`config.mk`:
```
export PLATFORM = sky130hd
export DESIGN_NAME = eg_mul
export DESIGN_NICKNAME = d
export VERILOG_FILES = /design/src/rtl/eg_pkg.sv /design/src/rtl/eg_mul.sv
export SDC_FILE = /design/constraint.sdc
export NUM_CORES = 2
export LEC_CHECK = 0
export ABC_AREA = 0
export BUFFER_PORTS_ARGS = -buffer_cell sky130_fd_sc_hd__buf_4
export CORE_ASPECT_RATIO = 1.5
export CORE_MARGIN = 10
export CORE_UTILIZATION = 35
export DETAILED_ROUTE_END_ITERATION = 10
export GPL_ROUTABILITY_DRIVEN = 0
export GPL_TIMING_DRIVEN = 1
export PLACE_DENSITY = 0.47
export RECOVER_POWER = 25
export SETUP_SLACK_MARGIN = 0.15
export SYNTH_ARGS = -nofsm -noshare
export SYNTH_HDL_FRONTEND = slang
export SYNTH_SLANG_ARGS = --single-unit
```
`constraint.sdc`:
```
create_clock -name i_clk -period 12.8 [get_ports i_clk]
set_clock_uncertainty 0.1 [all_clocks]
set_input_delay 3.2 -clock i_clk [delete_from_list [all_inputs] [get_ports i_clk]]
set_output_delay 3.2 -clock i_clk [all_outputs]
set_load 0.05 [all_outputs]
```
`src/rtl/eg_pkg.sv`:
```
// ----------------------------------------------------------------------------
// eg_pkg: shared constants and types for the ECEF to geodetic converter
// Fixed-point formats, ellipsoid codes, unit start strobes, arctangent table.
// ----------------------------------------------------------------------------
`default_nettype none

package eg_pkg;

    localparam int MAX_PASSES = 11;
    localparam int ANGLE_BITS = 32;
    localparam int COORD_BITS = 38;
    localparam int FRAC       = 60 - COORD_BITS;   // length fraction bits
    localparam int ASHIFT     = 61 - ANGLE_BITS;   // Q60 angle to output LSB
    localparam int CORDIC_N   = 60;
    localparam int CNT_W      = 6;                 // pass counter width

    localparam logic [63:0] INV_PI_Q64 = 64'h517C_C1B7_2722_0A95;
    localparam logic [63:0] RADIUS_MM  = 64'd6378137000;
    localparam logic [63:0] INVF_WGS84 = 64'd298257223563;
    localparam logic [63:0] INVF_CGCS  = 64'd298257222101;
    localparam logic [63:0] INVF_DEN   = 64'd1000000000;
    localparam logic [63:0] ONE_Q60    = 64'h1000_0000_0000_0000;
    localparam logic [63:0] HALF_PI    = 64'h0800_0000_0000_0000;  // 2^59

    // ellipsoid codes
    localparam logic [1:0] ELL_WGS84 = 2'd0;
    localparam logic [1:0] ELL_CGCS  = 2'd1;
    localparam logic [1:0] ELL_NONE  = 2'd2;

    // register index (address bit 2)
    localparam logic REG_ELLIPSOID = 1'b0;

    // start strobes to the shared units
    typedef struct packed {
        logic mul;
        logic div;
        logic sqrt;
        logic cor;
    } t_go;

    localparam t_go GO_NONE = 4'b0000;
    localparam t_go GO_MUL  = 4'b1000;
    localparam t_go GO_DIV  = 4'b0100;
    localparam t_go GO_SQRT = 4'b0010;
    localparam t_go GO_COR  = 4'b0001;

    typedef logic [CORDIC_N-1:0][63:0] t_atab;

    function automatic logic [63:0] mag64(input logic [63:0] v);
        return v[63] ? (64'd0 - v) : v;
    endfunction

    // atan(2^-i) in Q60 semicircles: power series in Q62 radians times 1/pi
    function automatic t_atab atan_table();
        t_atab       tab;
        logic [63:0] acc;
        logic [63:0] term;
        logic [127:0] prod;
        int          i;
        int          k;
        tab[0] = 64'd1 << 58;
        for (i = 1; i < CORDIC_N; i++) begin
            acc = 64'd0;
            for (k = 0; i * (2 * k + 1) <= 62; k++) begin
                term = (64'd1 << (62 - i * (2 * k + 1))) / 64'(2 * k + 1);
                if (k[0]) acc = acc - term;
                else      acc = acc + term;
            end
            prod   = {64'd0, acc} * {64'd0, INV_PI_Q64};
            tab[i] = {2'b00, prod[127:66]};
        end
        return tab;
    endfunction

    localparam t_atab ATAB = atan_table();

endpackage

`default_nettype wire

```
`src/rtl/eg_mul.sv`:
```
// ----------------------------------------------------------------------------
// eg_mul: 64 x 64 unsigned multiplier, one 32 x 32 partial product a cycle
// Four partial products, each registered and then accumulated.
// ----------------------------------------------------------------------------
`default_nettype none

module eg_mul (
    input  wire logic         i_clk,
    input  wire logic         i_rst_n,
    input  wire logic         i_start,
    input  wire logic [63:0]  i_a,
    input  wire logic [63:0]  i_b,
    output logic              o_done,
    output logic [127:0]      o_p
);
    import eg_pkg::*;

    logic        r_busy;
    logic [2:0]  r_cnt;
    logic [63:0] r_a;
    logic [63:0] r_b;
    logic [63:0] r_pp;
    logic [1:0]  r_psh;
    logic [127:0] r_p;
    logic        r_done;
    logic [31:0] n_asel;
    logic [31:0] n_bsel;
    logic [127:0] n_ppw;

    assign n_asel = r_cnt[1] ? r_a[63:32] : r_a[31:0];
    assign n_bsel = r_cnt[0] ? r_b[63:32] : r_b[31:0];

    always_comb begin
        case (r_psh)
            2'd0:    n_ppw = {64'd0, r_pp};
            2'd1:    n_ppw = {32'd0, r_pp, 32'd0};
            default: n_ppw = {r_pp, 64'd0};
        endcase
    end

    always_ff @(posedge i_clk) begin
        if (!i_rst_n) begin
            r_busy <= 1'b0;
            r_done <= 1'b0;
            r_cnt  <= 3'd0;
        end else begin
            r_done <= 1'b0;
            if (i_start) begin
                r_a    <= i_a;
                r_b    <= i_b;
                r_p    <= 128'd0;
                r_cnt  <= 3'd0;
                r_busy <= 1'b1;
            end else if (r_busy) begin
                if (r_cnt != 3'd4) begin
                    r_pp  <= n_asel * n_bsel;
                    r_psh <= 2'({1'b0, r_cnt[1]} + {1'b0, r_cnt[0]});
                end
                if (r_cnt != 3'd0) r_p <= r_p + n_ppw;
                if (r_cnt == 3'd4) begin
                    r_busy <= 1'b0;
                    r_done <= 1'b1;
                end
                r_cnt <= r_cnt + 3'd1;
            end
        end
    end

    assign o_done = r_done;
    assign o_p    = r_p;

endmodule

`default_nettype wire

```
* After elaboration in Yosys (flattened, before gate mapping)
Index checks and enable logic that the tools add are counted.
** Storage, ports and cells
- Register bits after elaboration :: 327
- Latch bits :: 0
- RAM bits :: 0
- ROM bits :: 0
- Input port bits :: 131
- Output and inout port bits :: 129
- Word-level logic and storage cells :: 36
- Memories kept :: 0
** Cells by class
- $add $sub $neg :: 3
- Multipliers :: 1
- Div/mod/pow operators :: 0
- $lt $le $gt $ge :: 0
- Equal/unequal tests :: 3
- Shifts and indexed selects :: 0
- Muxes and demuxes :: 9
- Bitwise operators :: 3
- Reduce and logical (&&, ||, !) cells :: 9
** Operators by type and width (number)
- $mux W128 :: 2
- $pmux W128 S2 :: 1
- $add A128 B128 Y128 :: 1
- $mul A32 B32 Y64 :: 1
- $mux W32 :: 2
- $mux W1 :: 4
- $reduce_and A4 Y1 :: 1
- $reduce_bool A2 Y1 :: 2
- $add A3 B1 Y3 const B :: 1
- $eq A3 B3 Y1 const B :: 1
- $ne A3 B3 Y1 const B :: 1
- $not A1 Y1 :: 3
- $reduce_and A3 Y1 :: 1
- $reduce_bool A3 Y1 :: 1
- $reduce_or A3 Y1 :: 1
- $add A1 B1 Y2 :: 1
- $eq A2 B1 Y1 const B :: 1
- $logic_not A2 Y1 :: 1
- $reduce_and A2 Y1 :: 1
- $reduce_or A2 Y1 :: 1

* Longest topological paths before layout
- Depth in word-level cells :: 5
- Depth in mapped cells :: 34
- Gate-level depth less buffers :: 29

* Least setup slack after synthesis
OpenSTA, ideal clock, no wires.
- Kind :: input -> register
- Start :: in i_start
- End :: reg r_p[0], in the netlist o_p[0] (enable)
- Setup time :: 632 ps
- Data arrival time :: 9192 ps
- Required time :: 12068 ps
- Path slack :: 2876 ps
- Stages on the path :: 3
- Path buffers :: 1
- Cells stage by stage :: clkbuf_1 -> a21oi_1 -> nor2b_1
** Between the ends
- Cells in the longest elaborated chain, start to end :: 2
- Elaborated cells between the ends (all ways) :: 3
- Those cells by class :: reduce/logical (3)
** RTL lines
- from (decl) :: line eg_mul.sv:10 : input wire logic i_start,
- $reduce_bool A2 Y1 (no source line)
- $reduce_and A3 Y1 (no source line) (*)
- to (signal assigned) :: line eg_mul.sv:59 : if (r_cnt != 3'd0) r_p <= r_p + n_ppw;
- to (decl) :: line eg_mul.sv:24 : logic [127:0] r_p;
Every way passes the cells marked *; elsewhere a longest branch is shown, timed or not.
A chain may end at the register's enable or synchronous reset.

* Worst setup path after layout
- Start :: reg r_cnt[1]
- End :: reg r_pp[59] (data pin)
** Between the ends
- Cells in the longest elaborated chain, start to end :: 2
** RTL lines
- from (decl) :: line eg_mul.sv:19 : logic [2:0] r_cnt;
- from (signal assigned) :: line eg_mul.sv:64 : r_cnt <= r_cnt + 3'd1;
- $mux W32 :: line eg_mul.sv:30 : assign n_asel = r_cnt[1] ? r_a[63:32] : r_a[31:0];
- $mul A32 B32 Y64 :: line eg_mul.sv:56 : r_pp <= n_asel * n_bsel;
- to (signal assigned) :: line eg_mul.sv:56
- to (decl) :: line eg_mul.sv:22 : logic [63:0] r_pp;
No other way between the ends.

==> flow_summary.json <==
{
  "end_kind": "flip-flop",
  "die_w_microns": 342,
  "syn-num-nets": 7442,
  "reg2reg_from": "r_cnt[1]",
  "viasPerCell": 5.45,
  "ctsHoldBuffers": 0,
  "cp-endpoint": "r_pp[59]",
  "grt_max_degree": 129,
  "final_core_util_pct": 38.8,
  "row_count": 177,
  "io_pins": 260,
  "clkLatencyLatePin_ns": 0.64,
  "dieHeight_microns": 503,
  "ys_ff_latch": 327,
  "status": "finished, violations left",
  "worstSetupStartpoint": "r_cnt[1]",
  "post_drt_wl_per_cell_microns": 27.3,
  "slew_viol_final": 111,
  "fp.coreArea_sq_um": 155000,
  "drt_first_pass_iters": 6,
  "min_period_ns": 10.81,
  "yosysSeqAreaShare_pct": 18.0,
  "yosys.area.top_type": "fa_1",
  "cts-root-buf": "clkbuf_16",
  "max-cap-violations": 3,
  "synthFlopType": "edfxtp_1",
  "grt_antenna_before_repair": 3,
  "post-cts-setup-buffers": 0,
  "grt_remaining_overflow": 0,
  "num_vias": 44628,
  "worstPathRequired_ns": 13.07,
  "finalHoldViolations": 0,
  "start_kind": "flip-flop",
  "crit_type": "flip-flop to flip-flop",
  "die_area_sq_um": 172000,
  "violations": "capacitance limit, slew limit",
  "reg2reg_setup_slack_ns": 1.99,
  "hp-class": "flip-flop to flip-flop",
  "antenna_left": 0,
  "tritoncts": "built",
  "cp_max_fo": 34,
  "area_growth_pct": 10.3,
  "drt_iter0_markers": 3931,
  "synth_area_per_cell_sq_um": 9.03,
  "fin_nets": 7516,
  "drc": 0,
  "grt_pass1_vias": 47000,
  "globalRouteTotalUtil_pct": 25.7,
  "rsz0062_at_grt": "no",
  "post-dp-hpwl_microns": 176000,
  "synth-warning-count": 0,
  "htreeDepth": 2,
  "drive_gt1_share_pct": 9.27,
  "synthCells": 6022,
  "cts_max_path_buffers": 3,
  "r2r_cells": 23,
  "synthTopCellsByArea": "fa_1 33%, edfxtp_1 18%, ha_1 9.0%, inv_1 6.4%, nor2_1 5.9%",
  "max-slew-margin-rel_pct": -167,
  "hold_depth": 2,
  "setup_tns_ns": 0,
  "worst-slew-pin-transition_ns": 4.01,
  "setup_viol": 0,
  "syn_area_sq_um": 54400,
  "drt-total-wl_microns": 223000,
  "initial_core_util_pct": 35.1,
  "synth_edf_count": 322,
  "arrival_ns": 11.08,
  "async_reset_ff_share_pct": 0,
  "fmax_mhz": 92.5,
  "clock-sinks": 327,
  "fillers": 15757,
  "synth_cell_types": 81,
  "io_buffers": 259,
  "clkTransAtPathRegs_ns": 0.08,
  "grt_pass1_wl_microns": 323000,
  "synth_top_area_share_pct": 33.0,
  "cts_resized": 0,
  "period_share_pct": 84.5,
  "tritoncts.num_buffers": 39,
  "reg2reg_to": "r_pp[59]"
}
[critical path: stages, from the launching register on]
cell       delay [ns]
dfxtp_4          0.75
buf_4            0.63
mux2i_1          1.41
buf_4            0.42
nor2_1           0.10
fa_1             0.54
fa_1             0.43
fa_1             0.54
fa_1             0.45
fa_1             0.53
fa_1             0.44
fa_1             0.57
inv_1            0.08
fa_1             0.48
inv_1            0.04
ha_1             0.42
and3_1           0.22
nand3_1          0.10
or2_2            0.32
a2111oi_1        0.88
o21ai_0          0.17
a21oi_1          0.31
nor3_1           0.10
or3b_2           0.45
[metrics by stage]
| step | area, sq um | setup WS, ns | cells | hold slack [ns] |
|---|---|---|---|---|
| 6_report | 60000 | 1.99 | 8187 | 0.381 |
| 2_1_floorplan | 54400 | 2.88 | 6022 | 0.354 |
| 5_1_grt | 60000 | 1.74 | 8186 | 0.410 |
| 3_5_place_dp | 58700 | 2.40 | 8113 | 0.373 |
| 3_3_place_gp | 58700 | 2.35 | 8113 | 0.376 |
| 4_1_cts | 60000 | 2.39 | 8185 | 0.379 |
[cells in the mapped netlist (76+ instances only)]
| master | count |
|---|---|
| a21oi_1 | 286 |
| inv_1 | 923 |
| and2_1 | 77 |
| fa_1 | 897 |
| clkbuf_1 | 268 |
| mux2i_1 | 98 |
| xnor2_1 | 88 |
| mux2_2 | 76 |
| o21ai_0 | 181 |
| nor2_1 | 852 |
| ha_1 | 392 |
| a21o_1 | 136 |
| edfxtp_1 | 322 |
| nand4_1 | 78 |
| nand2_1 | 711 |
[final cells by class]
type | instances | area [sq um] | area share, %
Tap cell | 2058 | 2570 | 4.29
Sequential cell | 327 | 9780 | 16.3
Multi-Input combinational cell | 4475 | 40400 | 67.3
Inverter | 923 | 3460 | 5.77
Timing Repair Buffer | 330 | 2490 | 4.15
Clock buffer | 47 | 1040 | 1.73
Antenna cell | 2 | 5.00 | 0.00834
Clock inverter | 25 | 267 | 0.444
[state kept, by name, summed over array words and instances (netlist names)]
name    flops
o_done      1
o_p       128
r_a        64
r_b        64
r_busy      1
r_cnt       3
r_pp       64
r_psh       2
[layer usage]
metal | GRT usage [%] | vias up | wire length, microns
met4 | 16.0 | 2 | 17600
met2 | 43.6 | 2047 | 106000
met1 | 30.1 | 22459 | 83600
met3 | 4.10 | 598 | 15900
li1 | - | 19522 | -
met5 | 0 | - | 17
[kinds of logic after synthesis]
group                      Yosys count  synth area share, %
and+or+nand+nor                   2002                 15.8
adders and majority gates         1289                 42.0
AOI/OAI and AO/OA                  865                 10.1
buffers and inverters             1220                 8.43
muxes                              176                 3.42
xor gates and xnor gates           143                 2.30
DFF                                327                 18.0
[cells in the final DEF, fill, tap and decap left out, drive strengths merged, types with 78 or more instances in the layout]
cell / instances
ha: 392
buf: 201
a21oi: 286
fa: 897
clkbuf: 176
mux2i: 98
o21ai: 186
a21o: 136
inv: 929
edfxtp: 322
mux2: 78
and2: 79
xnor2: 88
nor2: 854
nand2: 711
nand4: 78
[worst min-delay path by stage]
| stage | startpoint | end | slack [ns] |
|---|---|---|---|
| final | r_cnt[2] | o_done | 0.38 |
| after global routing | r_cnt[2] | o_done | 0.41 |
| after CTS | r_cnt[2] | o_done | 0.38 |
| after detailed placement | r_cnt[2] | o_done | 0.37 |
| after global placement | r_cnt[2] | o_done | 0.38 |
| after floorplan | r_cnt[2] | o_done | 0.35 |
Power is left out: the tool's default activity adds up to more than one toggle a clock period on the data nets, which glitch-free logic cannot reach.
