<file path="config.mk">
export PLATFORM = sky130hd
export DESIGN_NAME = eg_cordic
export DESIGN_NICKNAME = d
export VERILOG_FILES = /design/src/rtl/eg_pkg.sv /design/src/rtl/eg_cordic.sv
export SDC_FILE = /design/constraint.sdc
export NUM_CORES = 2
export LEC_CHECK = 0
export ABC_AREA = 0
export BUFFER_PORTS_ARGS = -buffer_cell sky130_fd_sc_hd__buf_4
export CAP_MARGIN = 10
export CORE_ASPECT_RATIO = 1.25
export CORE_UTILIZATION = 50
export DETAILED_ROUTE_END_ITERATION = 16
export PLACE_DENSITY_LB_ADDON = 0.15
export REMOVE_ABC_BUFFERS = 1
export SYNTH_ARGS = -nofsm -noshare
export SYNTH_HDL_FRONTEND = slang
export SYNTH_SLANG_ARGS = --single-unit
</file>
<file path="constraint.sdc">
create_clock -name i_clk -period 12.8 [get_ports i_clk]
set_input_delay 0 -clock i_clk [delete_from_list [all_inputs] [get_ports i_clk]]
set_output_delay 0 -clock i_clk [all_outputs]
set_load 0.05 [all_outputs]
</file>
<file path="src/rtl/eg_pkg.sv">
// ----------------------------------------------------------------------------
// eg_pkg: shared constants and types for the ECEF to geodetic converter
// Fixed-point formats, ellipsoid codes, unit start strobes, arctangent table.
// ----------------------------------------------------------------------------
`default_nettype none

package eg_pkg;

    localparam int MAX_PASSES = 11;
    localparam int ANGLE_BITS = 32;
    localparam int COORD_BITS = 38;
    localparam int FRAC       = 60 - COORD_BITS;   // length fraction bits
    localparam int ASHIFT     = 61 - ANGLE_BITS;   // Q60 angle to output LSB
    localparam int CORDIC_N   = 60;
    localparam int CNT_W      = 6;                 // pass counter width

    localparam logic [63:0] INV_PI_Q64 = 64'h517C_C1B7_2722_0A95;
    localparam logic [63:0] RADIUS_MM  = 64'd6378137000;
    localparam logic [63:0] INVF_WGS84 = 64'd298257223563;
    localparam logic [63:0] INVF_CGCS  = 64'd298257222101;
    localparam logic [63:0] INVF_DEN   = 64'd1000000000;
    localparam logic [63:0] ONE_Q60    = 64'h1000_0000_0000_0000;
    localparam logic [63:0] HALF_PI    = 64'h0800_0000_0000_0000;  // 2^59

    // ellipsoid codes
    localparam logic [1:0] ELL_WGS84 = 2'd0;
    localparam logic [1:0] ELL_CGCS  = 2'd1;
    localparam logic [1:0] ELL_NONE  = 2'd2;

    // register index (address bit 2)
    localparam logic REG_ELLIPSOID = 1'b0;

    // start strobes to the shared units
    typedef struct packed {
        logic mul;
        logic div;
        logic sqrt;
        logic cor;
    } t_go;

    localparam t_go GO_NONE = 4'b0000;
    localparam t_go GO_MUL  = 4'b1000;
    localparam t_go GO_DIV  = 4'b0100;
    localparam t_go GO_SQRT = 4'b0010;
    localparam t_go GO_COR  = 4'b0001;

    typedef logic [CORDIC_N-1:0][63:0] t_atab;

    function automatic logic [63:0] mag64(input logic [63:0] v);
        return v[63] ? (64'd0 - v) : v;
    endfunction

    // atan(2^-i) in Q60 semicircles: power series in Q62 radians times 1/pi
    function automatic t_atab atan_table();
        t_atab       tab;
        logic [63:0] acc;
        logic [63:0] term;
        logic [127:0] prod;
        int          i;
        int          k;
        tab[0] = 64'd1 << 58;
        for (i = 1; i < CORDIC_N; i++) begin
            acc = 64'd0;
            for (k = 0; i * (2 * k + 1) <= 62; k++) begin
                term = (64'd1 << (62 - i * (2 * k + 1))) / 64'(2 * k + 1);
                if (k[0]) acc = acc - term;
                else      acc = acc + term;
            end
            prod   = {64'd0, acc} * {64'd0, INV_PI_Q64};
            tab[i] = {2'b00, prod[127:66]};
        end
        return tab;
    endfunction

    localparam t_atab ATAB = atan_table();

endpackage

`default_nettype wire

</file>
<file path="src/rtl/eg_cordic.sv">
// ----------------------------------------------------------------------------
// eg_cordic: vectoring CORDIC, atan2(y, x) in Q60 semicircles
// Normalizes the vector one shift a cycle, then 60 rotation steps.
// ----------------------------------------------------------------------------
`default_nettype none

module eg_cordic (
    input  wire logic        i_clk,
    input  wire logic        i_rst_n,
    input  wire logic        i_start,
    input  wire logic [63:0] i_y,
    input  wire logic [63:0] i_x,
    output logic             o_done,
    output logic [63:0]      o_angle
);
    import eg_pkg::*;

    localparam logic [1:0] C_IDLE = 2'd0;
    localparam logic [1:0] C_NORM = 2'd1;
    localparam logic [1:0] C_ITER = 2'd2;
    localparam logic [1:0] C_FIN  = 2'd3;

    logic [1:0]         r_state;
    logic               r_done;
    logic [5:0]         r_i;
    logic signed [63:0] r_vx;
    logic signed [63:0] r_vy;
    logic signed [63:0] r_z;
    logic               r_xneg;
    logic               r_yneg;
    logic [63:0]        r_angle;
    logic [63:0]        n_ux;
    logic [63:0]        n_uy;
    logic [63:0]        n_mx;
    logic signed [63:0] n_dx;
    logic signed [63:0] n_dy;
    logic [63:0]        n_clamp;
    logic [63:0]        n_refl;

    assign n_ux = mag64(i_x);
    assign n_uy = mag64(i_y);
    assign n_mx = (r_vx > r_vy) ? r_vx : r_vy;
    assign n_dx = r_vy >>> r_i;
    assign n_dy = r_vx >>> r_i;

    always_comb begin
        if (r_z < 0)                     n_clamp = 64'd0;
        else if (r_z > $signed(HALF_PI)) n_clamp = HALF_PI;
        else                             n_clamp = r_z;
        n_refl = r_xneg ? (ONE_Q60 - n_clamp) : n_clamp;
    end

    always_ff @(posedge i_clk) begin
        if (!i_rst_n) begin
            r_state <= C_IDLE;
            r_done  <= 1'b0;
        end else begin
            r_done <= 1'b0;
            case (r_state)
                C_IDLE: begin
                    if (i_start) begin
                        r_xneg <= i_x[63];
                        r_yneg <= i_y[63];
                        r_vx   <= n_ux;
                        r_vy   <= n_uy;
                        if (n_uy == 64'd0) begin
                            r_angle <= i_x[63] ? ONE_Q60 : 64'd0;
                            r_done  <= 1'b1;
                        end else if (n_ux == 64'd0) begin
                            r_angle <= i_y[63] ? (64'd0 - HALF_PI) : HALF_PI;
                            r_done  <= 1'b1;
                        end else begin
                            r_state <= C_NORM;
                        end
                    end
                end
                C_NORM: begin
                    if (n_mx < 64'd1 << 57) begin
                        r_vx <= r_vx <<< 1;
                        r_vy <= r_vy <<< 1;
                    end else if (n_mx >= 64'd1 << 58) begin
                        r_vx <= r_vx >>> 1;
                        r_vy <= r_vy >>> 1;
                    end else begin
                        r_i     <= '0;
                        r_z     <= '0;
                        r_state <= C_ITER;
                    end
                end
                C_ITER: begin
                    if (!r_vy[63]) begin
                        r_vx <= r_vx + n_dx;
                        r_vy <= r_vy - n_dy;
                        r_z  <= r_z + $signed(ATAB[r_i]);
                    end else begin
                        r_vx <= r_vx - n_dx;
                        r_vy <= r_vy + n_dy;
                        r_z  <= r_z - $signed(ATAB[r_i]);
                    end
                    r_i <= r_i + 6'd1;
                    if (r_i == 6'(CORDIC_N - 1)) r_state <= C_FIN;
                end
                default: begin
                    r_angle <= r_yneg ? (64'd0 - n_refl) : n_refl;
                    r_done  <= 1'b1;
                    r_state <= C_IDLE;
                end
            endcase
        end
    end

    assign o_done  = r_done;
    assign o_angle = r_angle;

endmodule

`default_nettype wire

</file>
Yosys cells after proc, flatten, opt, wreduce, memory -nomap -nowiden
Memory sizes are Yosys's and may differ from the RTL's. A register that Yosys moved wholly into a read port is not among the register bits. Index checks and enable logic that the tools add are counted.

Reductions and logical operators: 12. Magnitude comparators: 6. Add/subtract/negate cells: 11. Equality and inequality tests: 12. Div/mod/pow operators: 0. Multipliers: 0. Mux-type cells: 43. Shift-type cells: 2. Bitwise logic cells: 1.

Operators by type and width (count): two-way mux 64 bit (21); one-hot mux 64 bit (3 select lines) (2); one-hot mux 64 bit (2 select lines) (2); adder 64 bit (3); subtractor 1 x 64 -> 64 bit (first input constant) (3); subtractor 64 bit (3); logical NOT 64 bit (2); >>> shifter 64 x 6 -> 64 bit (2); two-way mux 63 bit (2); >= comparator 64 x 59 -> 1 bit (second input constant) (1); > comparator 64 x 61 -> 1 bit (second input constant) (1); > comparator 64 bit (1); less-than comparator 64 x 1 -> 1 bit (second input constant) (1); less-than comparator 64 x 58 -> 1 bit (second input constant) (1); subtractor 61 x 64 -> 64 bit (first input constant) (1); two-way mux 61 bit (1); two-way mux 6 bit (3); AND reduction 4 bit (4); inequality test 2 bit (second input constant) (7); two-way mux 2 bit (6); one-hot mux 6 bit (2 select lines) (1); less-than comparator 6 x 7 -> 1 bit (second input constant) (1); adder 6 x 1 -> 6 bit (second input constant) (1); == test 6 bit (second input constant) (1); other kinds (13) (16).

Memories: 1. Bits of input ports: 131. Bits in writable memories: 0. ROM bits: 4096. Output and inout port bits: 65. Bits in registers: 267. Logic and storage cells: 99. Bits in latches: 0.

Memory list: (name not given) (depth 64, bits a word 64, read ports 1, clocked after Yosys merged registers in 1, write ports 0, line eg_cordic.sv:98) `r_z <= r_z - $signed(ATAB[r_i]);`.

Logic depth before layout (Yosys ltp)
Word-level depth: 8. Depth in mapped cells: 37. Gate-level depth less buffers: 29.

Worst setup path before layout
OpenSTA, ideal clock, no wires.

Kind: register to register. Start: register r_vy[63]. End: register r_vx[0], enable pin. Period minus slack after synthesis: 9.865 ns. Arrival time: 9.212 ns. Path slack: 2.935 ns. Buffers on the path: 3. Cell stages (with the launch flop): 13. Data required time: 12.147 ns. Setup time: 0.653 ns. Path through: edfxtp_1 > clkbuf_1 > clkinv_1 > buf_2 > clkbuf_1 > ha_1 > nand4_1 > nor4_1 > a211o_1 > nor4_1 > mux2i_1 > o21ai_0 > a21oi_1.

Word-level cells in the longest chain between the ends: 5. Elaborated cells between the ends (all ways): 6. Classes of those cells: 3 x order compare; 1 x eq/ne; 1 x mux; 1 x reduce/logical.

RTL lines: start, declared (line eg_cordic.sv:27) `logic signed [63:0] r_vy;`; start signal, assigned (line eg_cordic.sv:65) `r_vy <= n_uy;`; start signal, assigned (line eg_cordic.sv:80) `r_vy <= r_vy <<< 1;`; start signal, assigned (line eg_cordic.sv:83) `r_vy <= r_vy >>> 1;`; > comparator 64 bit (line eg_cordic.sv:42) `assign n_mx = (r_vx > r_vy) ? r_vx : r_vy;`; two-way mux 64 bit * (line eg_cordic.sv:42); less-than comparator 64 x 58 -> 1 bit / >= comparator 64 x 59 -> 1 bit (equally long branches) (line eg_cordic.sv:78, eg_cordic.sv:81); inequality test 3 bit (no line) *; AND reduction 4 bit (no line) *; end signal, assigned (line eg_cordic.sv:79) `r_vx <= r_vx <<< 1;`; end signal, assigned (line eg_cordic.sv:82) `r_vx <= r_vx >>> 1;`; end signal, assigned (line eg_cordic.sv:92) `r_vx <= r_vx + n_dx;`; end, declared (line eg_cordic.sv:26) `logic signed [63:0] r_vx;`.

Mark *: on every way between the ends. The rest lies on a longest branch, timed or not. A chain may end at the register's enable or synchronous reset.

Final worst setup path
Start: register r_i[0]. End: register r_vy[56], data pin.

Word-level cells in the longest chain between the ends: 4. Elaborated cells between the ends (all ways): 5. Classes of those cells: 2 x add/sub; 1 x shift; 2 x mux.

RTL lines: start, declared (line eg_cordic.sv:25) `logic [5:0] r_i;`; start signal, assigned (line eg_cordic.sv:100) `r_i <= r_i + 6'd1;`; >>> shifter 64 x 6 -> 64 bit * (line eg_cordic.sv:44) `assign n_dy = r_vx >>> r_i;`; subtractor 64 bit / adder 64 bit (equally long branches) (line eg_cordic.sv:93, eg_cordic.sv:97); two-way mux 64 bit * (line eg_cordic.sv:91) `if (!r_vy[63]) begin`; one-hot mux 64 bit (3 select lines) * (line eg_cordic.sv:59) `case (r_state)`; end signal, assigned (line eg_cordic.sv:65); end signal, assigned (line eg_cordic.sv:93) `r_vy <= r_vy - n_dy;`; end signal, assigned (line eg_cordic.sv:97) `r_vy <= r_vy + n_dy;`.

Marked as above.

==> results_dict.tcl <==
set metrics [dict create \
    timing.hold.ws_ns 0.0246 \
    cts_buffers 40 \
    crit_path_end_kind "register" \
    hold_depth 4 \
    cts_tree "built" \
    yosys.cell_types.count 108 \
    cp-start-kind "register" \
    post-place-ws_ns 3.37 \
    die-area_sq_um 101000 \
    relSlewSlack 0.151 \
    worst_pin_slew_ns 1.24 \
    r2r_slack_ns 3.23 \
    synth_top_cell_area_share 0.158 \
    syn_avg_cell_area_sq_um 8.10 \
    root_buffer "clkbuf_16" \
    clkSinkCount 326 \
    synth_edf_count 264 \
    drive_above_1_share 0.130 \
    cts_htree_levels 2 \
    rsz0062_at_grt "false" \
    setup_viol 0 \
    cp.arrival_ns 9.86 \
    finalPower_uw 15800 \
    status "complete, no violations" \
    grt_pass1_wl_mm 308 \
    clk_pin_slew_ns 0.06 \
    io_pins 196 \
    avgViaCountPerCell 6.87 \
    hold_viol_final 0 \
    grt_overflow_total 0 \
    ant_nets 0 \
    nets 6601 \
    area_growth_pct 9.17 \
    whs_endpoint "r_vy[57]" \
    hpwl_mm 159 \
    num_rows 129 \
    wirelength_mm 208 \
    port_buffers 195 \
    netlist_top_cells_area "edfxtp_1 16%, mux4_2 9.6%, ha_1 6.8%" \
    synth-seq-cells 326 \
    placed_area_sq_um 52100 \
    fin_crit_sh 0.748 \
    ys.flop_type "edfxtp_1" \
    grt_start_max_net_pins 128 \
    reg2reg_to "r_vy[56]" \
    stdcell_area_sq_um 54700 \
    rr_worst_depth 26 \
    synthCells 6183 \
    cts_buffer_depth 3 \
    finalWorstSetupSlack_ns 3.23 \
    track_usage 0.397 \
    drt_iter0_markers 5690 \
    fin_skew_ns 0.0315 \
    criticalPathCategory "reg2reg" \
    worst_ir_drop_vdd_uv 302 \
    synth_most_common_cell "nor2_1" \
    slew_violations 0 \
    cts_resized 0 \
    period_needed_ns 9.57 \
    antenna_found_initial 4 \
    crit_fanout 127 \
    synth_top_cell_by_area "edfxtp_1" \
    start_util 0.506 \
    grt_pass1_vias 48900 \
    vias 51800 \
    cts-hold-fix-buffers 130 \
    firstDrtPassIters 6 \
    wl_per_cell_microns 27.6 \
    clk-insertion-delay-late_ns 0.61 \
    max-cap-violations 0 \
    seq_area_frac_synth 0.183 \
    p_leak_uw 0.0212 \
    crit_required_ns 13.09 \
    fmax_ghz 0.105 \
    ys.warnings.count 0 \
    fp.dieW_microns 285 \
    die_height_microns 356 \
    min-delay-start "i_y[57]" \
    synthArstFlopShare 0 \
    min_path_type "in2reg" \
    core_sq_um 99100 \
    synthesis.area_sq_um 50100 \
    synth_common_cells "642 x nor2_1, 523 x nand2_1, 483 x a21oi_1" \
    gp_congestion 1.02 \
    power_density_nw_per_um2 289 \
    drc 0 \
    r2r_start "r_i[0]" \
    cts_setup_buffers 0 \
]
[metrics by stage]
step	instances	setup TNS, ns	utilization
after floorplan	5748	-747.42	-
after global placement	7330	0	0.526
after detailed placement	7330	0	0.526
after CTS	7532	0	0.551
after global routing	7536	0	0.552
final	7537	0	0.552
[layout by cell type, fill, tap and decap left out, types with 47 or more instances in the layout]
cell	Yosys	final
mux2_2	167	167
xnor2_1	283	283
and3_1	56	56
o31ai_1	83	83
dfxtp_1	62	62
a221oi_1	105	105
mux2i_1	162	162
nor4_1	57	56
nand2b_1	53	53
or3_1	83	83
inv_1	186	183
mux4_2	214	214
a211oi_1	47	47
a21oi_1	483	481
xor2_1	236	236
nand3_1	104	104
nor2b_1	49	49
buf_4	2	270
nand2_1	523	523
o21a_1	53	53
nor2_1	642	641
a31oi_1	89	86
ha_1	273	270
nor3_1	157	157
nand4_1	73	73
o21ai_0	416	414
dlygate4sd3_1	0	130
and2_1	47	47
edfxtp_1	264	264
a21o_1	149	149
[how the worst max path moves through the flow]
| stage | start | endpoint | slack, ns |
|---|---|---|---|
| finish | r_i[0] | r_vy[56] | 3.23 |
| global route | r_i[0] | r_vy[59] | 2.52 |
| CTS | r_i[0] | r_vy[62] | 3.30 |
| detailed placement | r_i[0] | r_vy[62] | 3.37 |
| global placement | r_i[0] | r_vy[62] | 3.53 |
| floorplan | r_vy[63] | r_vx[51] | -4.27 |
[final cells by class]
| class | instances | area (sq um) |
|---|---|---|
| sequential | 326 | 9170 |
| clock inverter | 20 | 141 |
| timing repair buffer | 404 | 3420 |
| fill | 9412 | 44400 |
| clock buffer | 52 | 1100 |
| multi-input combinational | 5230 | 38500 |
| inverter | 192 | 731 |
| antenna | 3 | 7.51 |
| tap | 1310 | 1640 |
[cells by family after synthesis]
| kind of cell | after synthesis | synth area share |
|---|---|---|
| buffers and inverters | 627 | 0.0510 |
| adders and majority gates | 276 | 0.0694 |
| and+or+nand+nor | 2010 | 0.192 |
| DFF | 326 | 0.183 |
| muxes | 551 | 0.169 |
| AOI/OAI and AO/OA | 1874 | 0.244 |
| xor gates and xnor gates | 519 | 0.0907 |
[per-layer routing]
metal	vias up	track usage	wire (microns)
met5	-	0	16
met3	803	0.0724	16500
met4	2	0.321	20000
met2	2759	0.671	98700
li1	23500	-	-
met1	24700	0.436	72900
[critical path: stages, from the launching register on]
cell and delay [ns]:
edfxtp_1 0.43, buf_12 0.63, buf_4 0.74, mux4_2 0.63, mux2_2 0.33, mux2i_1 0.51, mux4_2 0.42, o2111ai_1 0.16
or4_1 0.58, nor3b_1 0.52, nand2b_1 0.27, nor3_2 0.25, a21oi_1 0.12, xnor2_1 0.16, ha_1 0.40, nand2_1 0.08
nor2_1 0.21, and2_1 0.18, and3_1 0.16, a41oi_1 0.05, and2_1 0.28, o21ai_0 0.45, a211oi_1 0.24, o31ai_1 0.82
a2111oi_0 0.25, a31oi_1 0.20, o221ai_1 0.13
[report_power, final]
part	internal, uW	leakage (uW)	total [uW]	switching (uW)
logic	4760	0.0175	12000	7270
registers	1730	0.00301	2670	940
clock network	612	0.000601	1130	514
total	7100	0.0212	15800	8720
No activity file was read; power rests on OpenSTA's default activity.
