--- config.mk ---
export PLATFORM = sky130hd
export DESIGN_NAME = eg_sqrt
export DESIGN_NICKNAME = d
export VERILOG_FILES = /design/src/rtl/eg_pkg.sv /design/src/rtl/eg_sqrt.sv
export SDC_FILE = /design/constraint.sdc
export NUM_CORES = 1
export LEC_CHECK = 0
export BUFFER_PORTS_ARGS = -buffer_cell sky130_fd_sc_hd__buf_2
export CAP_MARGIN = 40
export CORE_MARGIN = 8
export CORE_UTILIZATION = 24
export DETAILED_ROUTE_END_ITERATION = 8
export PLACE_DENSITY = 0.48
export SKIP_LAST_GASP = 1
export SLEW_MARGIN = 40
export SYNTH_ARGS = -nofsm -noshare
export SYNTH_HDL_FRONTEND = slang
export SYNTH_SLANG_ARGS = --single-unit
--- constraint.sdc ---
create_clock -name i_clk -period 7.45 [get_ports i_clk]
set_input_delay 0.745 -clock i_clk [delete_from_list [all_inputs] [get_ports i_clk]]
set_output_delay 0.745 -clock i_clk [all_outputs]
set_load 0.01 [all_outputs]
--- src/rtl/eg_pkg.sv ---
// ----------------------------------------------------------------------------
// eg_pkg: shared constants and types for the ECEF to geodetic converter
// Fixed-point formats, ellipsoid codes, unit start strobes, arctangent table.
// ----------------------------------------------------------------------------
`default_nettype none

package eg_pkg;

    localparam int MAX_PASSES = 11;
    localparam int ANGLE_BITS = 32;
    localparam int COORD_BITS = 38;
    localparam int FRAC       = 60 - COORD_BITS;   // length fraction bits
    localparam int ASHIFT     = 61 - ANGLE_BITS;   // Q60 angle to output LSB
    localparam int CORDIC_N   = 60;
    localparam int CNT_W      = 6;                 // pass counter width

    localparam logic [63:0] INV_PI_Q64 = 64'h517C_C1B7_2722_0A95;
    localparam logic [63:0] RADIUS_MM  = 64'd6378137000;
    localparam logic [63:0] INVF_WGS84 = 64'd298257223563;
    localparam logic [63:0] INVF_CGCS  = 64'd298257222101;
    localparam logic [63:0] INVF_DEN   = 64'd1000000000;
    localparam logic [63:0] ONE_Q60    = 64'h1000_0000_0000_0000;
    localparam logic [63:0] HALF_PI    = 64'h0800_0000_0000_0000;  // 2^59

    // ellipsoid codes
    localparam logic [1:0] ELL_WGS84 = 2'd0;
    localparam logic [1:0] ELL_CGCS  = 2'd1;
    localparam logic [1:0] ELL_NONE  = 2'd2;

    // register index (address bit 2)
    localparam logic REG_ELLIPSOID = 1'b0;

    // start strobes to the shared units
    typedef struct packed {
        logic mul;
        logic div;
        logic sqrt;
        logic cor;
    } t_go;

    localparam t_go GO_NONE = 4'b0000;
    localparam t_go GO_MUL  = 4'b1000;
    localparam t_go GO_DIV  = 4'b0100;
    localparam t_go GO_SQRT = 4'b0010;
    localparam t_go GO_COR  = 4'b0001;

    typedef logic [CORDIC_N-1:0][63:0] t_atab;

    function automatic logic [63:0] mag64(input logic [63:0] v);
        return v[63] ? (64'd0 - v) : v;
    endfunction

    // atan(2^-i) in Q60 semicircles: power series in Q62 radians times 1/pi
    function automatic t_atab atan_table();
        t_atab       tab;
        logic [63:0] acc;
        logic [63:0] term;
        logic [127:0] prod;
        int          i;
        int          k;
        tab[0] = 64'd1 << 58;
        for (i = 1; i < CORDIC_N; i++) begin
            acc = 64'd0;
            for (k = 0; i * (2 * k + 1) <= 62; k++) begin
                term = (64'd1 << (62 - i * (2 * k + 1))) / 64'(2 * k + 1);
                if (k[0]) acc = acc - term;
                else      acc = acc + term;
            end
            prod   = {64'd0, acc} * {64'd0, INV_PI_Q64};
            tab[i] = {2'b00, prod[127:66]};
        end
        return tab;
    endfunction

    localparam t_atab ATAB = atan_table();

endpackage

`default_nettype wire

--- src/rtl/eg_sqrt.sv ---
// ----------------------------------------------------------------------------
// eg_sqrt: floor square root of a 128-bit value, one root bit a cycle
// ----------------------------------------------------------------------------
`default_nettype none

module eg_sqrt (
    input  wire logic         i_clk,
    input  wire logic         i_rst_n,
    input  wire logic         i_start,
    input  wire logic [127:0] i_rad,
    output logic              o_done,
    output logic [63:0]       o_root
);
    import eg_pkg::*;

    logic         r_busy;
    logic         r_done;
    logic [5:0]   r_cnt;
    logic [127:0] r_rad;
    logic [67:0]  r_rem;
    logic [63:0]  r_root;
    logic [67:0]  n_rem2;
    logic [67:0]  n_trial;
    logic         n_take;

    assign n_rem2  = {r_rem[65:0], r_rad[127:126]};
    assign n_trial = {2'b00, r_root, 2'b01};
    assign n_take  = n_rem2 >= n_trial;

    always_ff @(posedge i_clk) begin
        if (!i_rst_n) begin
            r_busy <= 1'b0;
            r_done <= 1'b0;
            r_cnt  <= '0;
        end else begin
            r_done <= 1'b0;
            if (i_start) begin
                r_rad  <= i_rad;
                r_rem  <= '0;
                r_root <= '0;
                r_cnt  <= '0;
                r_busy <= 1'b1;
            end else if (r_busy) begin
                r_rad  <= {r_rad[125:0], 2'b00};
                r_rem  <= n_take ? (n_rem2 - n_trial) : n_rem2;
                r_root <= {r_root[62:0], n_take};
                r_cnt  <= r_cnt + 6'd1;
                if (r_cnt == 6'd63) begin
                    r_busy <= 1'b0;
                    r_done <= 1'b1;
                end
            end
        end
    end

    assign o_done = r_done;
    assign o_root = r_root;

endmodule

`default_nettype wire

======== Yosys cells after proc, flatten, opt, wreduce, memory -nomap -nowiden ========
Index checks and enable logic that the tools add are counted.
operators by class
  reduce and logical (&&, ||, !) cells .... 4
  eq/ne operators ......................... 1
  $add $sub $neg .......................... 2
  order comparisons ....................... 1
  mux-type cells .......................... 9
  bitwise gates (word level) .............. 2
operators by type and width
  cell                                                            number
  128-bit two-way mux                                             2
  66-bit two-way mux                                              2
  68-bit by 66-bit greater-or-equal comparator with 1-bit output  1
  66-bit subtractor                                               1
  64-bit two-way mux                                              1
  6-bit by 1-bit adder with 6-bit output, second input constant   1
  6-bit equality test, second input constant                      1
  1-bit two-way mux                                               4
  3-bit OR reduction                                              1
  1-bit inverter                                                  2
  2-bit AND reduction                                             1
  2-bit nonzero test                                              1
  2-bit OR reduction                                              1
word-level totals
  output and inout bits ................... 65
  bits in registers ....................... 266
  word-level logic and storage cells ...... 25

======== Depth between registers and ports, before layout ========
Gate-level depths: netlist of the first run.
  depth after elaboration ................. 4
  gate-level depth with buffers ........... 15

======== Worst setup path after synthesis of the first run ========
OpenSTA, ideal clock, no wires.
  path kind ............................... input to register
  from .................................... input port i_start
  to ...................................... register r_busy
  data arrival time ....................... 7.583 ns
  setup slack ............................. -0.216 ns
  stages on the path ...................... 4
  required time ........................... 7.367 ns
  cell sequence ........................... clkbuf_1 -> clkbuf_1 -> o21a_1 -> o31a_1
between the ends
  word-level cells in the longest chain between the ends .. 1
ends and longest elaborated chain
  item                  RTL line       source
  from (decl)           eg_sqrt.sv:9   input wire logic i_start,
  1-bit two-way mux     eg_sqrt.sv:37  if (i_start) begin
  to (signal assigned)  eg_sqrt.sv:32  r_busy <= 1'b0;
  to (signal assigned)  eg_sqrt.sv:42  r_busy <= 1'b1;
  to (signal assigned)  eg_sqrt.sv:49  r_busy <= 1'b0;
  to (decl)             eg_sqrt.sv:16  logic r_busy;
Every way passes these cells.
A chain may end at the register's enable or synchronous reset.

======== Worst setup path after layout of the first run ========
  from .................................... register r_root[33] (netlist: o_root[33])
  to ...................................... register r_rem[63], data pin
between the ends
  word-level cells in the longest chain between the ends .. 3
  elaborated cells between the ends (all ways) .. 4
ends and longest elaborated chain
  item                                                                                                 RTL line                      source
  from (decl)                                                                                          eg_sqrt.sv:21                 logic [63:0] r_root;
  from (signal assigned)                                                                               eg_sqrt.sv:46                 r_root <= {r_root[62:0], n_take};
  66-bit subtractor or 68-bit by 66-bit greater-or-equal comparator with 1-bit output (tied branches)  eg_sqrt.sv:45, eg_sqrt.sv:28
  66-bit two-way mux *                                                                                 eg_sqrt.sv:45                 r_rem <= n_take ? (n_rem2 - n_trial) : n_rem2;
  66-bit two-way mux *                                                                                 eg_sqrt.sv:43                 end else if (r_busy) begin
  to (signal assigned)                                                                                 eg_sqrt.sv:45
  to (decl)                                                                                            eg_sqrt.sv:20                 logic [67:0] r_rem;
Mark *: on every way between the ends. The rest lies on a longest branch, timed or not. The select of a mux whose other input is x is not followed.

==> results.cfg, run 1 <==
[floorplan]
pin_count = 196
die_x_um = 266
die_h_um = 266
die-area_um2 = 71000
start_util_pct = 24.1
core_area_um2 = 62500
fp-row-count = 92

[clock_tree]
cts.sinks = 266
cts_root_buf = clkbuf_16
clkTransAtPathRegs_ns = 0.06
clk_latency_ns = 0.53
hold_buffers = 0
clockBufferDepth = 3
cts_tree = done
htreeDepth = 2
ctsResizeCount = 0
post_cts_buffers = 0
numCtsBuffers = 35

[finish]
instances_no_fill = 2444
area_growth_pct = 19.7
drive_gt1_share_pct = 24.3
nets = 1763
final_area_um2 = 18000

[timing]
maxSlewViolCount = 0
max_freq_mhz = 240
timing_worst_slew_pin_value_ns = 0.753
rsz0062_at_grt = false
fin_skew_ns = 0.0162
fin_crit_ns = 4.17
hold_viol = 0
min_period_over_period_pct = 56.0
slew_headroom_pct = 49.8
tns_ns = 0
setup_violations = 0

[power]
ir_drop_v = 0.000159
finalPower_mw = 4.42
leakagePower_nw = 6.98
power_density_nw_per_um2 = 245

[setup_path]
cp_top_family = simple AND/OR/NAND/NOR gates
start_kind = register
reg2regPathDepth = 11
r2r_start = o_root[33]
rrSetupSlack_ns = 3.28
crit_path_end_kind = register
r2r_end = r_rem[63]
crit_buf_inv = 2
worstPathCellList = inv_1 -> ha_1 -> nand4_1 -> or3_1 -> or4_1 -> nand4_1 -> a41oi_2 -> o21ai_4 -> buf_4 -> nand2_1 -> o22ai_1
cp_slowest_cell = buf_4
critPathRequiredTime_ns = 7.82
critPathMaxStageDelay_ns = 0.69
worstSetupPathType = reg2reg
cp_max_fo = 66
cp_common_cell = nand4_1
cp_data_arrival_time_ns = 4.53

[yosys]
ys_async_sr_fraction_pct = 0
synth_cells = 1393
yosysUniqueCellTypes = 61
synth_edf_count = 258
ys.flop_type = edfxtp_1
synth_seq_cells = 266
ys_warn_count = 0
yosysSeqAreaShare_pct = 52.5
syn-num-nets = 1591
syn-cell-area_um2 = 15100
avgSynthCellArea_um2 = 10.8

[routing]
wl_per_cell_um = 17.0
dr.pass1.iters = 5
drcViolationCount = 0
vias = 11200
wl_mm = 41.5
ant_nets = 0
drtIter0Drc = 646
via_per_inst = 4.58

[global_route]
grt_pass1_vias = 11300
gr-total-overflow = 0
antenna_found_initial = 23
grt_pass1_wl_mm = 64.7
grt_start_max_net_pins = 171
track_usage_pct = 11.4

[hold_path]
hold_path_class = in2reg
min-delay-start = i_rad[1]
hold_depth = 2
min_to = r_rad[1]

[place]
portBuffers = 195
dpl_cell_area_um2 = 16900
placed_cells = 2373
place_hpwl_mm = 29.8
globalplace.congestion = 0.839

[status]
status = complete, no violations

[run]
cap_violations = 0
## synth_stat cells, types with 6 or more instances
library cell  count  area (um2)
edfxtp_1        258        7750
nand2_1         160         601
nor2_1          134         503
a21oi_1         129         646
mux2_2          126        1420
inv_1            88         330
ha_1             67         838
clkbuf_1         47         176
xnor2_1          39         342
o21ai_0          36         180
a21o_1           31         233
a211oi_1         23         173
xor2_1           22         193
nand4_1          21         131
o21bai_1         18         135
nor3_1           17        85.1
buf_2            16        80.1
nand3_1          14        70.1
a31oi_1          11        68.8
and3_1           11        68.8
o211ai_1         11        82.6
o21a_1           11        82.6
o21ai_1           9        45.0
o31ai_1           9        67.6
dfxtp_1           8         160
buf_1             6        22.5
nand2b_1          6        37.5
## flip-flops by register name, summed over array words and instances (netlist names)
signal	count
r_busy	1
r_cnt	6
r_rad	128
o_done	1
o_root	64
r_rem	66
## cells by family after synthesis
| kind of cell | share of synthesized area (%) |
|---|---|
| fa+ha+maj | 5.57 |
| xor+xnor | 3.55 |
| buf+inv | 4.05 |
| mux | 9.56 |
| flops | 52.5 |
| simple gates | 11.3 |
| compound gates | 13.5 |
## final cells by class
type                            instances  area [um2]
Antenna cell                           11        27.5
Clock buffer                           49         981
Clock inverter                         10        60.1
Fill cell                            6618       44500
Inverter                               88         330
Multi-Input combinational cell        970        6550
Sequential cell                       266        7910
Tap cell                              846        1060
Timing Repair Buffer                  204        1100
## where the power goes
| group | total [mW] | internal [mW] | switching (mW) |
|---|---|---|---|
| logic | 0.997 | 0.401 | 0.596 |
| clock network | 1.58 | 0.917 | 0.660 |
| registers | 1.85 | 1.80 | 0.0489 |
| total | 4.42 | 3.11 | 1.31 |
## worst max-delay path by stage
stage | start | end | slack, ns | cells past startpoint
finish | o_root[33] | r_rem[63] | 3.28 | 11
detailed placement | o_root[33] | r_rem[63] | 3.27 | 11
global placement | o_root[6] | r_rem[14] | 3.12 | 13
floorplan | i_start | o_root[0] | 2.49 | 3
CTS | o_root[33] | r_rem[63] | 3.26 | 11
global route | o_root[36] | r_rem[63] | 2.99 | 11
## through the flow
step           utilization, %  worst slack, ns  hold WS [ns]
2_1_floorplan               -             2.49         0.458
3_3_place_gp             27.0             3.12         0.467
3_5_place_dp             27.1             3.27         0.513
4_1_cts                  28.7             3.26         0.446
5_1_grt                  28.8             2.99         0.477
6_report                 28.8             3.28         0.494
## routing by layer
layer	wire, um	global-route usage (%)
met1	17900	14.1
met2	18400	17.5
met3	3920	5.16
met4	1090	3.53
met5	160	0
## cells in the final DEF, fill, tap and decap left out, types with 4 or more instances in the layout
cell type and count:
nand3_1 14, nor2_1 134, edfxtp_1 258, buf_2 194, nand2_1 160, a31oi_1 11
o21ai_1 9, a211oi_1 23, xnor2_1 39, clkbuf_1 11, o21ai_0 36, o21a_1 9
and3_1 11, nor2b_1 5, mux2_2 126, clkbuf_16 37, and2_1 4, nand4_1 21
o31ai_1 9, nor3_1 17, o2111ai_1 5, dfxtp_1 8, nand2b_1 6, o21bai_1 18
diode_2 11, ha_1 67, or4_1 4, a21oi_1 129, or3_1 4, inv_1 88
xor2_1 22, a21o_1 31, o211ai_1 11, buf_4 5
(Power assumes the default switching activity.)
==> inputs of run 2 (changes only) <==
Settings changed: PLACE_DENSITY 0.48 to 0.47.
Clock period 7.45 ns to 4.2 ns, I/O delays scaled along.
==> run 2 against run 1 <==
Total power increased by 83%. Cell count up 0.49%. Flip-flop and latch count unchanged. Maximum frequency grew 11%. Register-to-register slack worse by 2.8 ns. Clock power is 91% higher. Combinational power increased by 81%. Via count fell by 0.98%. Global-route usage is 0.059 points lower. Critical endpoint is now r_rem[14]. Largest cell class unchanged.
==> results.cfg, run 2 (synthesis gave the netlist of run 1 again) <==
[setup_path]
cp_max_fo = 48
cp_data_arrival_time_ns = 4.12
crit_buf_inv = 1
start_kind = register
rrSetupSlack_ns = 0.45
critical_path_depth = 11
critPathLaunch = r_rem[41]
r2r_end = r_rem[14]
crit_path_end_kind = register
cp_top_family = simple AND/OR/NAND/NOR gates
cp-endpoint = r_rem[14]
r2r_start = r_rem[41]
critPathMaxStageDelay_ns = 0.53
worstPathCellList = ha_1 -> nand2_1 -> nor4_1 -> nand2_1 -> or4_1 -> nand4_1 -> a41oi_2 -> o21a_1 -> buf_12 -> or4_1 -> a21oi_1
worstSetupPathType = reg2reg
reg2regPathDepth = 11
cp_slowest_cell = or4_1
critPathRequiredTime_ns = 4.57

[timing]
maxSlewViolCount = 0
fin_skew_ns = 0.0139
hold_slack_ns = 0.175
tns_ns = 0
setup_violations = 0
slew_headroom_pct = 47.3
min_period_over_period_pct = 89.2
hold_viol = 0
fin_crit_ns = 3.75
timing_worst_slew_pin_value_ns = 0.790
rsz0062_at_grt = false
max_freq_mhz = 267
setup_ws_ns = 0.454

[power]
finalPower_mw = 8.08
p_seq_share_pct = 40.5
ir_drop_v = 0.000261
switching_share_pct = 29.3
p_sw_mw = 2.37
power_frac_comb_pct = 22.2
power_frac_clock_pct = 37.3
internal-power_mw = 5.71
leakagePower_nw = 7.06
power_density_nw_per_um2 = 444

[global_route]
busiest_layer = met2
grt_use_met1_pct = 14.0
grt_start_max_net_pins = 129
grt_pass1_wl_mm = 64.7
met3_usage_pct = 4.59
gr-total-overflow = 0
grt_pass1_vias = 11400
track_usage_pct = 11.3
use_met2_pct = 18.0
antenna_found_initial = 21

[floorplan]
pin_count = 196
start_util_pct = 24.1
die_x_um = 266
core_area_um2 = 62500
die_h_um = 266
die-area_um2 = 71000
fp-row-count = 92

[clock_tree]
ctsResizeCount = 0
hold_buffers = 0
clockBufferDepth = 3
clkTransAtPathRegs_ns = 0.06
cts_tree = done
htreeDepth = 2
numCtsBuffers = 36
clk_latency_ns = 0.54
post_cts_buffers = 0
cts.sinks = 266
cts_root_buf = clkbuf_16

[place]
globalplace.congestion = 0.814
portBuffers = 195
place_hpwl_mm = 29.5
placed_cells = 2380
place_ws_ns = 0.485

[routing]
wl_mm = 41.1
wl_per_cell_um = 16.7
drtIter0Drc = 608
drcViolationCount = 0
vias = 11100
via_per_inst = 4.51
ant_nets = 0
dr.pass1.iters = 5

[finish]
largest_reg_flops = 128
final_common_cell = edfxtp_1
fillers = 6539
layout_common_cells = edfxtp_1 (258), buf_2 (194), nand2_1 (160), nor2_1 (134), a21oi_1 (129)
regMostFlops = r_rad
area_growth_pct = 20.8
drive_gt1_share_pct = 24.9
instances_no_fill = 2456
nets = 1770

[run]
cap_violations = 0

[status]
status = complete, no violations

[hold_path]
hold_path_class = in2reg
## run 2: changes by cell type in the layout (fill, tap and decap cells not counted), sizes merged
cell,change
diode,+2
inv,+2
buf,+6
clkinv,+4
bufinv,+2
clkbuf,-4
## run 2: metal layers
layer	routed length, um	vias up
li1	-	5468
met5	96	-
met1	18200	5268
met3	3340	76
met4	933	16
met2	18500	244
## run 2: cell type report
type	instances	area (um2)	share of cell area, %
Clock inverter	18	155	0.853
Multi-Input combinational cell	970	6550	36.0
Antenna cell	13	32.5	0.179
Sequential cell	266	7910	43.5
Inverter	88	330	1.82
Tap cell	846	1060	5.82
Clock buffer	45	987	5.43
Timing Repair Buffer	210	1160	6.39
## run 2: through the flow
stage / instance area (um2) / util (%)
after floorplan: 15100 / -
after global placement: 17000 / 27.2
after detailed placement: 17000 / 27.2
after CTS: 18200 / 29.0
after global routing: 18200 / 29.1
final: 18200 / 29.1
## run 2: worst min-delay path by stage
| stage | end | cells after the start | slack (ns) | startpoint |
|---|---|---|---|---|
| final | r_rad[97] | 2 | 0.17 | i_rad[97] |
| after global routing | r_rad[101] | 2 | 0.15 | i_rad[101] |
| after CTS | r_rad[1] | 2 | 0.12 | i_rad[1] |
| after detailed placement | r_cnt[5] | 2 | 0.49 | r_cnt[5] |
| after global placement | r_cnt[5] | 2 | 0.47 | r_cnt[5] |
| after floorplan | r_cnt[5] | 2 | 0.46 | r_cnt[5] |
## run 2: power groups by stage
stage | logic, mW | clock network [mW] | registers [mW]
floorplan | 1.29 | 0 | 3.32
global placement | 1.80 | 0 | 3.32
detailed placement | 1.80 | 0 | 3.32
CTS | 1.81 | 3.13 | 3.27
global route | 2.02 | 3.21 | 3.29
finish | 1.80 | 3.01 | 3.27
==> inputs of run 3 (changes only) <==
Settings changed: CTS_BUF_LIST from default to sky130_fd_sc_hd__clkbuf_16.
==> run 3 against run 2 <==
Setup slack improved by 0.018 ns. Clock power is essentially flat. Core utilization is essentially flat. Sequential power hardly changed. Critical endpoint unchanged. Largest power group unchanged.
==> results.cfg, run 3 (synthesis gave the netlist of run 1 again) <==
[global_route]
track_usage_pct = 11.3
antenna_found_initial = 21
grt_pass1_vias = 11400
grt_start_max_net_pins = 129
grt_pass1_wl_mm = 64.8
gr-total-overflow = 0

[power]
ir_drop_v = 0.000261
finalPower_mw = 8.05
leakagePower_nw = 7.08
power_density_nw_per_um2 = 443

[timing]
slew_headroom_pct = 47.5
tns_ns = 0
rsz0062_at_grt = false
fin_skew_ns = 0.0161
hold_viol = 0
setup_violations = 0
maxSlewViolCount = 0
min_period_over_period_pct = 88.7
max_freq_mhz = 268
timing_worst_slew_pin_value_ns = 0.787
fin_crit_ns = 3.73

[place]
place_hpwl_mm = 29.5
placed_cells = 2380
portBuffers = 195
globalplace.congestion = 0.814

[finish]
multiInputGateArea_um2 = 6550
drive_gt1_share_pct = 24.9
nets = 1770
regMostFlops = r_rad
fillers = 6541
final_common_cell = edfxtp_1
layout_common_cells = edfxtp_1 (258), buf_2 (194), nand2_1 (160), nor2_1 (134), a21oi_1 (129)
area_growth_pct = 20.7
seq_area_um2 = 7910
instances_no_fill = 2455
largest_reg_flops = 128

[routing]
drtIter0Drc = 587
wl_per_cell_um = 16.7
dr.pass1.iters = 5
vias = 11100
via_per_inst = 4.51
wl_mm = 41.1
drcViolationCount = 0
ant_nets = 0

[setup_path]
cp_data_arrival_time_ns = 4.10
critPathRequiredTime_ns = 4.57
crit_path_end_kind = register
reg2regPathDepth = 11
worstSetupPathType = reg2reg
start_kind = register
cp_max_fo = 48

[run]
cap_violations = 0

[clock_tree]
hold_buffers = 0
clkTransAtPathRegs_ns = 0.06
cts_root_buf = clkbuf_16
clk_latency_ns = 0.54
ctsResizeCount = 0
numCtsBuffers = 36
cts_tree = done
cts.sinks = 266
clockBufferDepth = 3
post_cts_buffers = 0
htreeDepth = 2

[floorplan]
start_util_pct = 24.1
die_h_um = 266
core_area_um2 = 62500
die-area_um2 = 71000
die_x_um = 266
pin_count = 196
fp-row-count = 92

[status]
status = complete, no violations

[hold_path]
hold_depth = 2
hold_path_class = in2reg
[run 3: path summary, 6_finish.rpt]
path	start	to	slack [ns]
max	r_rem[41]	r_rem[14]	0.47
min	i_rad[97]	r_rad[97]	0.17
max reg2reg	r_rem[41]	r_rem[14]	0.47
min reg2reg	r_cnt[5]	r_cnt[5]	0.50
[run 3: critical path, cell delays in order, from the launching register on]
cell and delay (ns):
edfxtp_1 0.40, ha_1 0.52, nand2_1 0.25, nor4_1 0.34, nand2_1 0.11, or4_1 0.41
nand4_1 0.14, a41oi_2 0.21, o21a_1 0.26, buf_12 0.21, or4_1 0.53, a21oi_1 0.17
[run 3: power breakdown]
| group | switching, mW | total (mW) | leakage (nW) | internal (mW) |
|---|---|---|---|---|
| clock network | 1.22 | 2.98 | 0.582 | 1.76 |
| registers | 0.0824 | 3.27 | 2.56 | 3.19 |
| logic | 1.07 | 1.80 | 3.94 | 0.728 |
[run 3: cell type report]
type	instances	share of cell area, %
multi-input combinational	970	36.1
timing repair buffer	210	6.39
antenna	12	0.165
clock inverter	25	0.998
clock buffer	38	5.23
inverter	88	1.82
tap	846	5.83
sequential	266	43.5
[run 3: per-stage QoR]
step	util, %	cell area [um2]	hold slack, ns	setup WS [ns]
finish	29.1	18200	0.174	0.473
global route	29.0	18200	0.154	0.205
CTS	29.0	18100	0.124	0.471
detailed placement	27.2	17000	0.491	0.485
global placement	27.2	17000	0.468	0.561
floorplan	-	15100	0.458	0.933
[run 3: per-layer routing]
metal,vias up,GRT usage (%),share of wire (%)
li1,5468,-,-
met1,5253,14.0,44
met2,251,18.0,45
met3,73,4.57,8.3
met4,16,3.52,2.2
met5,-,0,0.22
